## src/hw/rtl/pkc_pkg.sv

```systemverilog
// Shared constants, codes, tables and types for the position keyed substitution cipher.
// No dependencies; imported by every module of the block.
`default_nettype none

package pkc_pkg;

    localparam int ALPHABET_DEPTH = 128;
    localparam int PRIME_COUNT    = 128;
    localparam int KEY_DEPTH      = 64;

    localparam int CHAR_W  = 8;
    localparam int PRIME_W = 11;
    localparam int AIDX_W  = $clog2(ALPHABET_DEPTH);
    localparam int LEN_W   = $clog2(ALPHABET_DEPTH + 1);
    localparam int KIDX_W  = (KEY_DEPTH > 1) ? $clog2(KEY_DEPTH) : 1;
    localparam int KLEN_W  = $clog2(KEY_DEPTH + 1);
    localparam int PPOS_W  = $clog2(PRIME_COUNT);
    localparam int BIT_W   = $clog2(PRIME_W);
    localparam int KBIT_W  = $clog2(CHAR_W);

    localparam int ALPHA_INIT_COUNT = 95;
    localparam int ALPHA_INIT_BASE  = 32;
    localparam int ALPHA_LEN_RESET  = 95;

    localparam logic [1:0] CMD_PROCESS  = 2'd0;
    localparam logic [1:0] CMD_ALPHA_WR = 2'd1;
    localparam logic [1:0] CMD_KEY_WR   = 2'd2;

    localparam logic [1:0] CFG_DIRECTION = 2'd0;
    localparam logic [1:0] CFG_ALPHA_LEN = 2'd1;
    localparam logic [1:0] CFG_KEY_LEN   = 2'd2;

    localparam logic [PRIME_W-1:0] PRIME_ROM [PRIME_COUNT] = '{
        11'd1229, 11'd1409, 11'd1867, 11'd1619, 11'd947,  11'd1213, 11'd1459, 11'd1097,
        11'd1663, 11'd1327, 11'd967,  11'd1091, 11'd1847, 11'd1811, 11'd997,  11'd1367,
        11'd1399, 11'd1481, 11'd971,  11'd1483, 11'd1559, 11'd1453, 11'd1051, 11'd1223,
        11'd1087, 11'd1873, 11'd977,  11'd1621, 11'd1531, 11'd1301, 11'd1153, 11'd1823,
        11'd1697, 11'd1381, 11'd1187, 11'd1103, 11'd1787, 11'd1279, 11'd1019, 11'd1699,
        11'd1667, 11'd1657, 11'd1297, 11'd1889, 11'd1289, 11'd1039, 11'd1879, 11'd1013,
        11'd1427, 11'd1009, 11'd1423, 11'd1259, 11'd1871, 11'd1723, 11'd1307, 11'd1163,
        11'd1721, 11'd1447, 11'd1061, 11'd1217, 11'd1741, 11'd1069, 11'd1609, 11'd1523,
        11'd1753, 11'd1553, 11'd1777, 11'd1321, 11'd1049, 11'd1789, 11'd1579, 11'd1303,
        11'd1181, 11'd1021, 11'd1861, 11'd1601, 11'd1031, 11'd1747, 11'd1439, 11'd1831,
        11'd1093, 11'd1319, 11'd1801, 11'd1193, 11'd1063, 11'd1783, 11'd1361, 11'd1109,
        11'd1571, 11'd1171, 11'd1877, 11'd1429, 11'd1237, 11'd1549, 11'd1231, 11'd1499,
        11'd1117, 11'd1669, 11'd1567, 11'd1433, 11'd1277, 11'd1291, 11'd1249, 11'd1733,
        11'd1123, 11'd1033, 11'd1759, 11'd1607, 11'd1471, 11'd1129, 11'd1709, 11'd1283,
        11'd1613, 11'd1201, 11'd1451, 11'd1583, 11'd1637, 11'd1151, 11'd1627, 11'd1487,
        11'd983,  11'd1693, 11'd1373, 11'd1543, 11'd953,  11'd1489, 11'd1493, 11'd1597
    };

    typedef struct packed {
        logic              en;
        logic [AIDX_W-1:0] addr;
        logic [CHAR_W-1:0] data;
    } alpha_wr_t;

    typedef struct packed {
        logic              en;
        logic [KIDX_W-1:0] addr;
        logic [CHAR_W-1:0] data;
    } key_wr_t;

    // Power-up alphabet: printable ASCII from space upward, zero beyond.
    function automatic logic [CHAR_W-1:0] alpha_init(input logic [AIDX_W-1:0] addr);
        logic [CHAR_W-1:0] v;
        if (32'(addr) < ALPHA_INIT_COUNT)
            v = CHAR_W'(32'(addr) + ALPHA_INIT_BASE);
        else
            v = '0;
        return v;
    endfunction

endpackage

`default_nettype wire

```

## src/hw/rtl/pkc_cond_sub.sv

```systemverilog
// Shared modular step: subtract the modulus once when the operand reaches it.
// Depends on pkc_pkg for widths.
`default_nettype none

module pkc_cond_sub
    import pkc_pkg::*;
(
    input  wire logic [LEN_W:0]   a,
    input  wire logic [LEN_W-1:0] m,
    output logic      [LEN_W-1:0] y
);

    logic [LEN_W-1:0] diff;

    assign diff = a[LEN_W-1:0] - m;
    assign y    = (a >= {1'b0, m}) ? diff : a[LEN_W-1:0];

endmodule

`default_nettype wire

```

## src/hw/rtl/pkc_alpha_store.sv

```systemverilog
// Alphabet memory with per-entry valid bits; unwritten entries read as the power-up alphabet.
// Depends on pkc_pkg (alpha_wr_t, alpha_init).
`default_nettype none

module pkc_alpha_store
    import pkc_pkg::*;
(
    input  wire logic              clk,
    input  wire logic              rst_n,
    input  wire alpha_wr_t         wr,
    input  wire logic [AIDX_W-1:0] rd_addr,
    output logic      [CHAR_W-1:0] rd_data
);

    logic [CHAR_W-1:0]         mem [ALPHABET_DEPTH];
    logic [ALPHABET_DEPTH-1:0] valid_reg;
    logic [CHAR_W-1:0]         mem_q_reg;
    logic [CHAR_W-1:0]         init_q_reg;
    logic                      hit_q_reg;

    always_ff @(posedge clk)
    begin
        if (wr.en)
        begin
            mem[wr.addr] <= wr.data;
        end
        mem_q_reg  <= mem[rd_addr];
        init_q_reg <= alpha_init(rd_addr);
    end

    always_ff @(posedge clk or negedge rst_n)
    begin
        if (!rst_n)
        begin
            valid_reg <= '0;
            hit_q_reg <= 1'b0;
        end
        else
        begin
            if (wr.en)
            begin
                valid_reg[wr.addr] <= 1'b1;
            end
            hit_q_reg <= valid_reg[rd_addr];
        end
    end

    assign rd_data = hit_q_reg ? mem_q_reg : init_q_reg;

endmodule

`default_nettype wire

```

## src/hw/rtl/pkc_key_store.sv

```systemverilog
// Key byte memory, one write and one registered read per cycle.
// Depends on pkc_pkg (key_wr_t).
`default_nettype none

module pkc_key_store
    import pkc_pkg::*;
(
    input  wire logic              clk,
    input  wire key_wr_t           wr,
    input  wire logic [KIDX_W-1:0] rd_addr,
    output logic      [CHAR_W-1:0] rd_data
);

    logic [CHAR_W-1:0] mem [KEY_DEPTH];
    logic [CHAR_W-1:0] rd_data_reg;

    always_ff @(posedge clk)
    begin
        if (wr.en)
        begin
            mem[wr.addr] <= wr.data;
        end
        rd_data_reg <= mem[rd_addr];
    end

    assign rd_data = rd_data_reg;

endmodule

`default_nettype wire

```

## src/hw/rtl/position_keyed_substitution_cipher_unit.sv

```systemverilog
// Top level: sequencer, configuration registers, positions and output register.
// Depends on pkc_pkg, pkc_cond_sub, pkc_alpha_store, pkc_key_store.
//
//  channel | signals                                              | direction
//  --------+------------------------------------------------------+----------
//  in      | in_valid, in_ready, command, char_value,             | sink
//          | entry_index, first_of_string                         |
//  out     | out_valid, out_ready, out_char, substituted          | source
//  cfg     | cfg_valid, cfg_ready, cfg_index, cfg_data            | sink
//
// Table writes and unknown commands produce no result and leave the input ready.
// A character is scanned one alphabet entry per cycle through the single memory read
// port, then 11 restoring remainder steps on the prime and, with a key, 8 on the key
// byte, one or two modular adds on the one compare/subtract unit, then a table read.
// Reset clears positions, direction, key length, valid bits; sets alphabet length 95.
// A finished result waits in the output register; new input is taken meanwhile.
`default_nettype none

module position_keyed_substitution_cipher_unit
    import pkc_pkg::*;
(
    input  wire logic              clk,
    input  wire logic              rst_n,
    input  wire logic              in_valid,
    output logic                   in_ready,
    input  wire logic [1:0]        command,
    input  wire logic [CHAR_W-1:0] char_value,
    input  wire logic [6:0]        entry_index,
    input  wire logic              first_of_string,
    output logic                   out_valid,
    input  wire logic              out_ready,
    output logic      [CHAR_W-1:0] out_char,
    output logic                   substituted,
    input  wire logic              cfg_valid,
    output logic                   cfg_ready,
    input  wire logic [1:0]        cfg_index,
    input  wire logic [7:0]        cfg_data
);

    typedef enum logic [3:0] {
        ST_IDLE,
        ST_SEARCH,
        ST_MODP,
        ST_MODK,
        ST_ADDP,
        ST_ADDK,
        ST_FETCH,
        ST_LOAD,
        ST_DONE
    } state_t;

    state_t             state_reg,    state_next;
    logic               dir_reg,      dir_next;
    logic [7:0]         alen_reg,     alen_next;
    logic [6:0]         klen_reg,     klen_next;
    logic [PPOS_W-1:0]  ppos_reg,     ppos_next;
    logic [KIDX_W-1:0]  kpos_reg,     kpos_next;
    logic [CHAR_W-1:0]  ch_reg,       ch_next;
    logic [LEN_W-1:0]   len_reg,      len_next;
    logic               has_key_reg,  has_key_next;
    logic [KIDX_W-1:0]  kidx_reg,     kidx_next;
    logic [PRIME_W-1:0] prime_reg,    prime_next;
    logic [LEN_W-1:0]   scan_reg,     scan_next;
    logic [LEN_W-1:0]   x_reg,        x_next;
    logic [LEN_W-1:0]   rem_reg,      rem_next;
    logic [LEN_W-1:0]   p_reg,        p_next;
    logic [LEN_W-1:0]   k_reg,        k_next;
    logic [BIT_W-1:0]   bit_reg,      bit_next;
    logic [CHAR_W-1:0]  res_char_reg, res_char_next;
    logic               res_sub_reg,  res_sub_next;
    logic [CHAR_W-1:0]  out_char_reg, out_char_next;
    logic               out_sub_reg,  out_sub_next;
    logic               out_vld_reg,  out_vld_next;

    logic               in_xfer;
    logic [LEN_W-1:0]   len_eff;
    logic [KLEN_W-1:0]  klen_eff;
    logic [PPOS_W-1:0]  ppos_sel;
    logic [KIDX_W-1:0]  kpos_raw;
    logic [KIDX_W-1:0]  kpos_sel;
    logic [KLEN_W-1:0]  kpos_inc;
    logic [LEN_W-1:0]   scan_inc;
    logic [LEN_W-1:0]   offset;
    logic               cur_bit;
    logic [LEN_W:0]     unit_a;
    logic [LEN_W-1:0]   unit_y;
    alpha_wr_t          alpha_wr;
    key_wr_t            key_wr;
    logic [AIDX_W-1:0]  alpha_rd_addr;
    logic [CHAR_W-1:0]  alpha_rd_data;
    logic [CHAR_W-1:0]  key_rd_data;

    assign in_ready    = (state_reg == ST_IDLE);
    assign cfg_ready   = 1'b1;
    assign out_valid   = out_vld_reg;
    assign out_char    = out_char_reg;
    assign substituted = out_sub_reg;
    assign in_xfer     = in_valid && in_ready;

    assign len_eff  = (32'(alen_reg) > ALPHABET_DEPTH) ? LEN_W'(ALPHABET_DEPTH)
                                                       : LEN_W'(alen_reg);
    assign klen_eff = (32'(klen_reg) > KEY_DEPTH) ? KLEN_W'(KEY_DEPTH) : KLEN_W'(klen_reg);
    assign ppos_sel = first_of_string ? '0 : ppos_reg;
    assign kpos_raw = first_of_string ? '0 : kpos_reg;
    assign kpos_sel = (KLEN_W'(kpos_raw) >= klen_eff) ? '0 : kpos_raw;
    assign kpos_inc = KLEN_W'(kpos_sel) + KLEN_W'(1);
    assign scan_inc = scan_reg + LEN_W'(1);

    assign alpha_wr.en   = in_xfer && (command == CMD_ALPHA_WR)
                           && (32'(entry_index) < ALPHABET_DEPTH);
    assign alpha_wr.addr = AIDX_W'(entry_index);
    assign alpha_wr.data = char_value;
    assign key_wr.en     = in_xfer && (command == CMD_KEY_WR)
                           && (32'(entry_index) < KEY_DEPTH);
    assign key_wr.addr   = KIDX_W'(entry_index);
    assign key_wr.data   = char_value;

    always_comb
    begin
        case (state_reg)
            ST_SEARCH: alpha_rd_addr = AIDX_W'(scan_inc);
            ST_FETCH:  alpha_rd_addr = AIDX_W'(x_reg);
            default:   alpha_rd_addr = '0;
        endcase
    end

    // Shared unit operand: remainder step during the modulo phases, offset add later.
    always_comb
    begin
        if (state_reg == ST_ADDP)
            offset = dir_reg ? (len_reg - p_reg) : p_reg;
        else
            offset = dir_reg ? (len_reg - k_reg) : k_reg;
        if (state_reg == ST_MODP)
            cur_bit = prime_reg[bit_reg];
        else
            cur_bit = key_rd_data[bit_reg[KBIT_W-1:0]];
        if (state_reg == ST_MODP || state_reg == ST_MODK)
            unit_a = {rem_reg, cur_bit};
        else
            unit_a = {1'b0, x_reg} + {1'b0, offset};
    end

    pkc_cond_sub u_unit (
        .a (unit_a),
        .m (len_reg),
        .y (unit_y)
    );

    pkc_alpha_store u_alpha (
        .clk     (clk),
        .rst_n   (rst_n),
        .wr      (alpha_wr),
        .rd_addr (alpha_rd_addr),
        .rd_data (alpha_rd_data)
    );

    pkc_key_store u_key (
        .clk     (clk),
        .wr      (key_wr),
        .rd_addr (kidx_reg),
        .rd_data (key_rd_data)
    );

    always_comb
    begin
        state_next    = state_reg;
        dir_next      = dir_reg;
        alen_next     = alen_reg;
        klen_next     = klen_reg;
        ppos_next     = ppos_reg;
        kpos_next     = kpos_reg;
        ch_next       = ch_reg;
        len_next      = len_reg;
        has_key_next  = has_key_reg;
        kidx_next     = kidx_reg;
        prime_next    = prime_reg;
        scan_next     = scan_reg;
        x_next        = x_reg;
        rem_next      = rem_reg;
        p_next        = p_reg;
        k_next        = k_reg;
        bit_next      = bit_reg;
        res_char_next = res_char_reg;
        res_sub_next  = res_sub_reg;
        out_char_next = out_char_reg;
        out_sub_next  = out_sub_reg;
        out_vld_next  = out_vld_reg && !out_ready;

        if (cfg_valid && cfg_ready)
        begin
            unique case (cfg_index)
                CFG_DIRECTION: dir_next  = cfg_data[0];
                CFG_ALPHA_LEN: alen_next = cfg_data;
                CFG_KEY_LEN:   klen_next = cfg_data[6:0];
                default:       ;
            endcase
        end

        unique case (state_reg)
            ST_IDLE:
            begin
                if (in_xfer && command == CMD_PROCESS)
                begin
                    ch_next      = char_value;
                    len_next     = len_eff;
                    has_key_next = (klen_eff != '0);
                    kidx_next    = kpos_sel;
                    prime_next   = PRIME_ROM[ppos_sel];
                    scan_next    = '0;
                    ppos_next    = (32'(ppos_sel) == PRIME_COUNT - 1) ? '0
                                                                      : ppos_sel + PPOS_W'(1);
                    kpos_next    = (kpos_inc >= klen_eff) ? '0 : KIDX_W'(kpos_inc);
                    if (len_eff < LEN_W'(2))
                    begin
                        res_char_next = char_value;
                        res_sub_next  = 1'b0;
                        state_next    = ST_DONE;
                    end
                    else
                    begin
                        state_next = ST_SEARCH;
                    end
                end
            end
            ST_SEARCH:
            begin
                if (alpha_rd_data == ch_reg)
                begin
                    x_next     = scan_reg;
                    rem_next   = '0;
                    bit_next   = BIT_W'(PRIME_W - 1);
                    state_next = ST_MODP;
                end
                else if (scan_inc == len_reg)
                begin
                    res_char_next = ch_reg;
                    res_sub_next  = 1'b0;
                    state_next    = ST_DONE;
                end
                else
                begin
                    scan_next = scan_inc;
                end
            end
            ST_MODP:
            begin
                rem_next = unit_y;
                bit_next = bit_reg - BIT_W'(1);
                if (bit_reg == '0)
                begin
                    p_next = unit_y;
                    if (has_key_reg)
                    begin
                        rem_next   = '0;
                        bit_next   = BIT_W'(CHAR_W - 1);
                        state_next = ST_MODK;
                    end
                    else
                    begin
                        state_next = ST_ADDP;
                    end
                end
            end
            ST_MODK:
            begin
                rem_next = unit_y;
                bit_next = bit_reg - BIT_W'(1);
                if (bit_reg == '0)
                begin
                    k_next     = unit_y;
                    state_next = ST_ADDP;
                end
            end
            ST_ADDP:
            begin
                x_next     = unit_y;
                state_next = has_key_reg ? ST_ADDK : ST_FETCH;
            end
            ST_ADDK:
            begin
                x_next     = unit_y;
                state_next = ST_FETCH;
            end
            ST_FETCH:
            begin
                state_next = ST_LOAD;
            end
            ST_LOAD:
            begin
                res_char_next = alpha_rd_data;
                res_sub_next  = 1'b1;
                state_next    = ST_DONE;
            end
            ST_DONE:
            begin
                if (!out_vld_reg || out_ready)
                begin
                    out_char_next = res_char_reg;
                    out_sub_next  = res_sub_reg;
                    out_vld_next  = 1'b1;
                    state_next    = ST_IDLE;
                end
            end
            default:
            begin
                state_next = ST_IDLE;
            end
        endcase
    end

    always_ff @(posedge clk or negedge rst_n)
    begin
        if (!rst_n)
        begin
            state_reg   <= ST_IDLE;
            dir_reg     <= 1'b0;
            alen_reg    <= 8'(ALPHA_LEN_RESET);
            klen_reg    <= '0;
            ppos_reg    <= '0;
            kpos_reg    <= '0;
            out_vld_reg <= 1'b0;
        end
        else
        begin
            state_reg   <= state_next;
            dir_reg     <= dir_next;
            alen_reg    <= alen_next;
            klen_reg    <= klen_next;
            ppos_reg    <= ppos_next;
            kpos_reg    <= kpos_next;
            out_vld_reg <= out_vld_next;
        end
    end

    always_ff @(posedge clk)
    begin
        ch_reg       <= ch_next;
        len_reg      <= len_next;
        has_key_reg  <= has_key_next;
        kidx_reg     <= kidx_next;
        prime_reg    <= prime_next;
        scan_reg     <= scan_next;
        x_reg        <= x_next;
        rem_reg      <= rem_next;
        p_reg        <= p_next;
        k_reg        <= k_next;
        bit_reg      <= bit_next;
        res_char_reg <= res_char_next;
        res_sub_reg  <= res_sub_next;
        out_char_reg <= out_char_next;
        out_sub_reg  <= out_sub_next;
    end

endmodule

`default_nettype wire

```

## config.mk

```make
export PLATFORM = sky130hd
export DESIGN_NAME = position_keyed_substitution_cipher_unit
export DESIGN_NICKNAME = d
export VERILOG_FILES = /design/src/hw/rtl/pkc_pkg.sv /design/src/hw/rtl/pkc_cond_sub.sv /design/src/hw/rtl/pkc_alpha_store.sv /design/src/hw/rtl/pkc_key_store.sv /design/src/hw/rtl/position_keyed_substitution_cipher_unit.sv
export SDC_FILE = /design/constraint.sdc
export NUM_CORES = 2
export LEC_CHECK = 0
export ABC_AREA = 1
export ABC_CLOCK_PERIOD_IN_PS = 5550
export BUFFER_PORTS_ARGS = -buffer_cell sky130_fd_sc_hd__buf_2
export CAP_MARGIN = 30
export CORE_UTILIZATION = 55
export CTS_BUF_LIST = sky130_fd_sc_hd__clkbuf_16
export CTS_CLUSTER_DIAMETER = 60
export DETAILED_ROUTE_END_ITERATION = 16
export PLACE_DENSITY_LB_ADDON = 0.05
export REMOVE_ABC_BUFFERS = 1
export SYNTH_ARGS = -nofsm -noshare
export SYNTH_HDL_FRONTEND = slang
export SYNTH_SLANG_ARGS = --single-unit
export TNS_END_PERCENT = 5
```

## constraint.sdc

```tcl
create_clock -name clk -period 5.55 [get_ports clk]
set_clock_uncertainty 0.2 [all_clocks]
set_input_delay 0.555 -clock clk [delete_from_list [all_inputs] [get_ports clk]]
set_output_delay 0.555 -clock clk [all_outputs]
set_load 0.005 [all_outputs]
```

## Word level (Yosys, flattened, before mapping)

Memory sizes are Yosys's and may differ from the RTL's. A register that Yosys moved wholly into a read port is not among the register bits.
Cells that the tools add are included.

| word-level totals | value |
|---|---|
| word-level logic and storage cells | 172 |
| latch bits | 0 |
| register bits | 256 |
| bits in writable memories | 1536 |
| input bits | 33 |
| memories | 3 |
| output and inout port bits | 12 |
| bits in read-only memories | 1408 |

| cells by class | value |
|---|---|
| bitwise gates (word level) | 2 |
| multiplexer cells | 63 |
| div/mod/pow operators | 0 |
| equality and inequality tests | 25 |
| $lt $le $gt $ge | 13 |
| multiply operators | 0 |
| add/subtract/negate cells | 9 |
| shift operators | 0 |
| reductions and logical operators | 33 |

Memory list:

| name | depth | width | rd ports | clocked after Yosys merged registers in | wr ports | RTL line | text |
|---|---|---|---|---|---|---|---|
| (name not given) | 128 | 11 | 1 | 1 | 0 | position_keyed_substitution_cipher_unit.sv:209 | `prime_next = PRIME_ROM[ppos_sel];` |
| u_alpha.mem | 128 | 8 | 1 | 1 | 1 | pkc_alpha_store.sv:15 | `logic [CHAR_W-1:0] mem [ALPHABET_DEPTH];` |
| u_key.mem | 64 | 8 | 1 | 1 | 1 | pkc_key_store.sv:14 | `logic [CHAR_W-1:0] mem [KEY_DEPTH];` |

Operators by type and width:

| kind | count |
|---|---|
| $mux W8 | 17 |
| $or A128 B128 Y128 | 1 |
| $pmux W8 S3 | 2 |
| $mux W4 | 10 |
| $pmux W4 S9 | 1 |
| $pmux W8 S2 | 2 |
| $sub A8 B8 Y8 | 3 |
| $mux W7 | 3 |
| $mux W6 | 3 |
| $reduce_and A2 Y1 | 9 |
| $eq A4 B3 Y1 const B | 4 |
| $eq A8 B8 Y1 | 2 |
| $lt A7 B8 Y1 const B | 2 |
| $mux W1 | 15 |
| $lt A7 B7 Y1 const B | 2 |
| $pmux W7 S2 | 1 |
| $pmux W4 S3 | 1 |
| $ne A2 B2 Y1 const B | 5 |
| $reduce_and A5 Y1 | 2 |
| $add A8 B8 Y9 | 1 |
| $ge A9 B8 Y1 | 1 |
| $mux W9 | 1 |
| $add A7 B6 Y8 const B | 1 |
| $add A8 B1 Y8 const B | 1 |
| other kinds (37) | 55 |

## Longest topological paths before layout

| depth | value |
|---|---|
| word-level depth | 10 |
| depth in mapped cells | 30 |
| depth with buffers taken out | 30 |

## Hierarchy

From an unflattened synthesis, not the netlist that was laid out.

| second synthesis, totals | value |
|---|---|
| cells, all modules | 7338 |
| area, all modules | 78788.1 µm² |

Modules (own cells, without submodules):

| module | cells an instance | times used | area each (µm²) | seq. area each (µm²) |
|---|---|---|---|---|
| pkc_alpha_store | 4213 | 1 | 47536.8 | 34297.9 |
| pkc_key_store | 1805 | 1 | 21339.2 | 15534.9 |
| position_keyed_substitution_cipher_unit | 1215 | 1 | 9315.2 | 3711.1 |
| pkc_cond_sub | 105 | 1 | 596.8 | 0.0 |

## Worst setup path after synthesis

No wires, ideal clock.

| timing path | value |
|---|---|
| path type | reg-to-reg |
| from | register state_reg[3] |
| to | register x_reg[7], data pin |
| data required time | 5.087 ns |
| setup slack | 1.163 ns |
| data arrival time | 3.924 ns |
| library setup time | 0.263 ns |
| cell stages (with the launch flop) | 25 |
| clock period less this slack | 4.387 ns |
| path buffers | 2 |
| cells stage by stage | dfrtp_1 -> inv_1 -> nand2_1 -> nor2_1 -> inv_1 -> clkbuf_1 -> o21ai_0 -> ha_1 -> inv_1 -> fa_1 -> o21ai_0 -> nand3_1 -> nand2_1 -> a21oi_1 -> o21ai_0 -> nand2_1 -> ha_1 -> nand2_1 -> o211ai_1 -> nand2_1 -> nand3_1 -> clkbuf_1 -> o21ai_0 -> nand2_1 -> o21ai_0 |

| between the ends | value |
|---|---|
| longest elaborated chain between the ends | 7 |
| elaborated cells between the ends (all ways) | 15 |
| those cells by class | add/sub: 2; order compare: 1; eq/ne: 5; mux: 5; reduce/logical: 2 |

Ends and longest elaborated chain:

| what | RTL line | text |
|---|---|---|
| start: declaration | position_keyed_substitution_cipher_unit.sv:52 | `state_t state_reg, state_next;` |
| start signal: assignment | position_keyed_substitution_cipher_unit.sv:326 | `state_reg <= state_next;` |
| $eq A4 B3 Y1 | position_keyed_substitution_cipher_unit.sv:130, position_keyed_substitution_cipher_unit.sv:200 |  |
| $mux W8 | position_keyed_substitution_cipher_unit.sv:130 | `if (state_reg == ST_ADDP)` |
| $add A8 B8 Y9 | position_keyed_substitution_cipher_unit.sv:141 | `unit_a = {1'b0, x_reg} + {1'b0, offset};` |
| $mux W9 | position_keyed_substitution_cipher_unit.sv:138 | `if (state_reg == ST_MODP \|\| state_reg == ST_MODK)` |
| $sub A8 B8 Y8 / $ge A9 B8 Y1 (equally long branches) | pkc_cond_sub.sv:15, pkc_cond_sub.sv:16 |  |
| $mux W8 | pkc_cond_sub.sv:16 | `assign y = (a >= {1'b0, m}) ? diff : a[LEN_W-1:0];` |
| $pmux W8 S2 (*) | position_keyed_substitution_cipher_unit.sv:200 | `unique case (state_reg)` |
| via x_next[7] | position_keyed_substitution_cipher_unit.sv:64 | `logic [LEN_W-1:0] x_reg, x_next;` |
| end signal: assignment | position_keyed_substitution_cipher_unit.sv:344 | `x_reg <= x_next;` |
| end: declaration | position_keyed_substitution_cipher_unit.sv:64 |  |

The timed path passes the listed nets; every way through them passes the cells marked *.
A chain may end at the register's enable or synchronous reset.

## Worst setup path in the final report

| timing path | value |
|---|---|
| from | register len_reg[0] |
| to | register rem_reg[6], data pin |

| between the ends | value |
|---|---|
| longest elaborated chain between the ends | 10 |
| elaborated cells between the ends (all ways) | 13 |
| those cells by class | add/sub: 4; order compare: 1; mux: 8 |

Ends and longest elaborated chain:

| what | RTL line | text |
|---|---|---|
| start: declaration | position_keyed_substitution_cipher_unit.sv:59 | `logic [LEN_W-1:0] len_reg, len_next;` |
| start signal: assignment | position_keyed_substitution_cipher_unit.sv:339 | `len_reg <= len_next;` |
| $sub A8 B8 Y8, on equally long branches | position_keyed_substitution_cipher_unit.sv:133, position_keyed_substitution_cipher_unit.sv:131 |  |
| $mux W8, on equally long branches | position_keyed_substitution_cipher_unit.sv:133, position_keyed_substitution_cipher_unit.sv:131 |  |
| $mux W8 | position_keyed_substitution_cipher_unit.sv:130 |  |
| $add A8 B8 Y9 | position_keyed_substitution_cipher_unit.sv:141 |  |
| $mux W9 | position_keyed_substitution_cipher_unit.sv:138 |  |
| $sub A8 B8 Y8 / $ge A9 B8 Y1 (equally long branches) | pkc_cond_sub.sv:15, pkc_cond_sub.sv:16 |  |
| $mux W8 (*) | pkc_cond_sub.sv:16 |  |
| $mux W8 | position_keyed_substitution_cipher_unit.sv:253 | `if (has_key_reg)` |
| $mux W8 | position_keyed_substitution_cipher_unit.sv:250 | `if (bit_reg == '0)` |
| $pmux W8 S3 (*) | position_keyed_substitution_cipher_unit.sv:200 |  |
| via rem_next[6] | position_keyed_substitution_cipher_unit.sv:65 | `logic [LEN_W-1:0] rem_reg, rem_next;` |
| end signal: assignment | position_keyed_substitution_cipher_unit.sv:345 | `rem_reg <= rem_next;` |
| end: declaration | position_keyed_substitution_cipher_unit.sv:65 |  |

Marks and branches as above.

==> flow_summary.toml <==
[grt]
antenna_found_initial = 6
grt_pass1_vias = 54200
grt_max_degree = 157
grt_usage_pct = 31.3
grt.overflow.total = 0
grt_pass1_wl_um = 346000

[synth]
ys_types = 54
synth_fa_ha_area_share_pct = 1.18
ys.flop_type = "edfxtp_1"
synth_top_family_by_area = "simple AND/OR/NAND/NOR gates"
synth_mux_area_share_pct = 0
post_synth.cell_area_avg_um2 = 10.6
synth_cells = 7559
yosysWarnings = 0
yosysSeqAreaShare_pct = 66.9
synth-async-reset-ratio_pct = 8.97
synth_edf_count = 1631
synth-simple-area-share_pct = 19.2
syn_area_mm2 = 0.0800
ys_ff_latch = 1818
yosys.area_share.xor_xnor_pct = 0.328
synth-compound-area-share_pct = 6.98

[route]
drtPass1Iterations = 14
drtIter0Drc = 6191
postRouteAntennaNets = 0
routed_via_density = 5.91
drt-total-wl_um = 230000
wl_per_cell_um = 24.1
vias = 56400
drc = 4

[cts]
cts_hold_buf = 16
clk_path_buf_depth = 3
postCtsSetupBuffers = 0
root_buffer = "clkbuf_16"
clock_latency_ps = 830
cts_resized = 0
numCtsBuffers = 189
path_clk_slew_ps = 60
cts_sinks = 1818
h-tree-depth = 4
cts_tree = "yes"

[sta]
tightest_slew_ps = 1160
setup_ws_ps = 560
fmax_mhz = 200
setup_viol = 0
min_period_over_period_pct = 89.9
fin_crit_ps = 4990
drv_slew = 0
slew_headroom_pct = 22.6
rsz0062_at_grt = "false"
hold_viol_final = 0

[critical_path]
r2r_start = "len_reg[0]"
startpoint = "len_reg[0]"
end_kind = "register"
reg2reg_depth = 22
crit_type = "reg2reg"
critPathMaxFanout = 12
timing.rr.end = "rem_reg[6]"
cp-endpoint = "rem_reg[6]"
startpoint_type = "register"
worstPathArrival_ps = 5310
r2r_slack_ps = 560
worstPathRequired_ps = 5870

[hold_path]
hold_class = "in2async"

[final_layout]
nets = 7578
most-common-layout-cells = "edfxtp_1 (1,631), nand2_1 (1,410), nand3_1 (910)"
stdcell_count = 9536
area_growth_pct = 10.7
drive_gt1_share_pct = 6.64
largest_reg_flops = 1024
final_common_cell = "edfxtp_1"

[floorplan]
pin_count = 45
rows = 139
die_y_um = 383
die-area_mm2 = 0.147
core_mm2 = 0.144
die_w_um = 383
start_util_pct = 55.6

[outcome]
status = "finished, violations left"
violations = "design-rule violations"

[placement]
pre_cts_slack_ps = 557
dp_cells = 9168
place_congestion = 0.941
port_buffers = 43
dp_hpwl_um = 136000

[power_and_ir_drop]
ir_worst_vdd_v = 0.000376
power_density_mw_per_mm2 = 456
power_leakage_nw = 33.7

[job]
cap_violations = 0
## worst min-delay path by stage
stage	start	to	slack, ps	cells past startpoint
2_1_floorplan	rst_n	alen_reg[5]	60	0
3_3_place_gp	res_char_reg[3]	out_char[3]	210	0
3_5_place_dp	res_char_reg[1]	out_char[1]	210	0
4_1_cts	char_value[7]	ch_reg[7]	50	1
5_1_grt	char_value[7]	ch_reg[7]	60	1
6_report	rst_n	kpos_reg[4]	50	2
## layout make-up
type,instances,area (µm²)
Fill cell,11700,55500
Sequential cell,1818,53500
Multi-Input combinational cell,4642,22300
Clock buffer,191,4780
Inverter,649,2460
Tap cell,1903,2380
Timing Repair Buffer,172,1640
Clock inverter,160,1410
Antenna cell,1,2.50
## metal layers
| metal | global-route usage (%) | vias up | part of all wire (%) |
|---|---|---|---|
| met1 | 44.7 | 27500 | 42 |
| met3 | 4.57 | 496 | 7.7 |
| met2 | 48.4 | 2503 | 46 |
| met4 | 13.3 | 4 | 4.3 |
| li1 | - | 25900 | - |
| met5 | 0 | - | 0.012 |
## critical path, stage by stage, from the launching register on
cell,delay [ps]
edfxtp_1,460
inv_1,130
ha_1,160
inv_1,70
fa_1,480
o21ai_0,70
o21ai_0,340
inv_1,110
fa_1,420
o21ai_0,320
nand3_1,170
nand2_1,110
a21oi_1,60
o21ai_0,70
nand2_1,110
ha_1,360
a21oi_1,150
o211ai_1,120
nand2_1,100
nand3_1,90
buf_4,190
o21ai_0,320
nor2_1,110
## where the power goes
group | internal (mW) | switching, mW
clock | 7.21 | 5.43
combinational | 3.14 | 9.07
sequential | 15.3 | 0.224
total | 25.7 | 14.7
## cells in the mapped netlist, types with 6 or more instances
cell       instances  area share, %
o311ai_0           8          0.088
o221ai_1          19           0.21
o211ai_1          38           0.36
o2111ai_1          6          0.066
clkbuf_1         262            1.2
or2_2             48           0.38
inv_2             10          0.047
nand4_1           18           0.14
o21ai_0          615            3.8
nor2_1           894            4.2
edfxtp_1        1631             61
o21ai_1            8          0.050
inv_1            635            3.0
a31oi_1           13           0.10
nand3b_1         191            1.8
o21bai_1           8          0.075
o22ai_1          150            1.2
nor3_1            19           0.12
nand2_1         1412            6.6
nand3_1          919            5.7
buf_1             63           0.30
ha_1              69            1.1
dfxtp_1           24           0.60
xnor2_1            6          0.066
buf_2            118           0.74
xor2_1            24           0.26
dfstp_2            6           0.20
dfrtp_1          157            4.9
a21oi_1          133           0.83
## stage by stage
step                power, mW  TNS [ps]  area [µm²]  utilization [%]  hold WS, ps
floorplan                22.9   -177380       78100                -         59.4
global placement         27.7         0       82100             57.0          207
detailed placement       27.8         0       82200             57.1          207
CTS                      40.4         0       88500             61.5         45.3
global route             42.0         0       88500             61.5         59.0
finish                   40.4         0       88500             61.5         53.9
## cell families after synthesis
group | Yosys count
AND/OR/NAND/NOR | 3522
flip-flops | 1818
buffers and inverters | 1099
AO/OA/AOI/OAI | 1015
adder cells (fa/ha/maj) | 73
XOR/XNOR | 30
other | 2
Power figures use the tool's default switching activity.
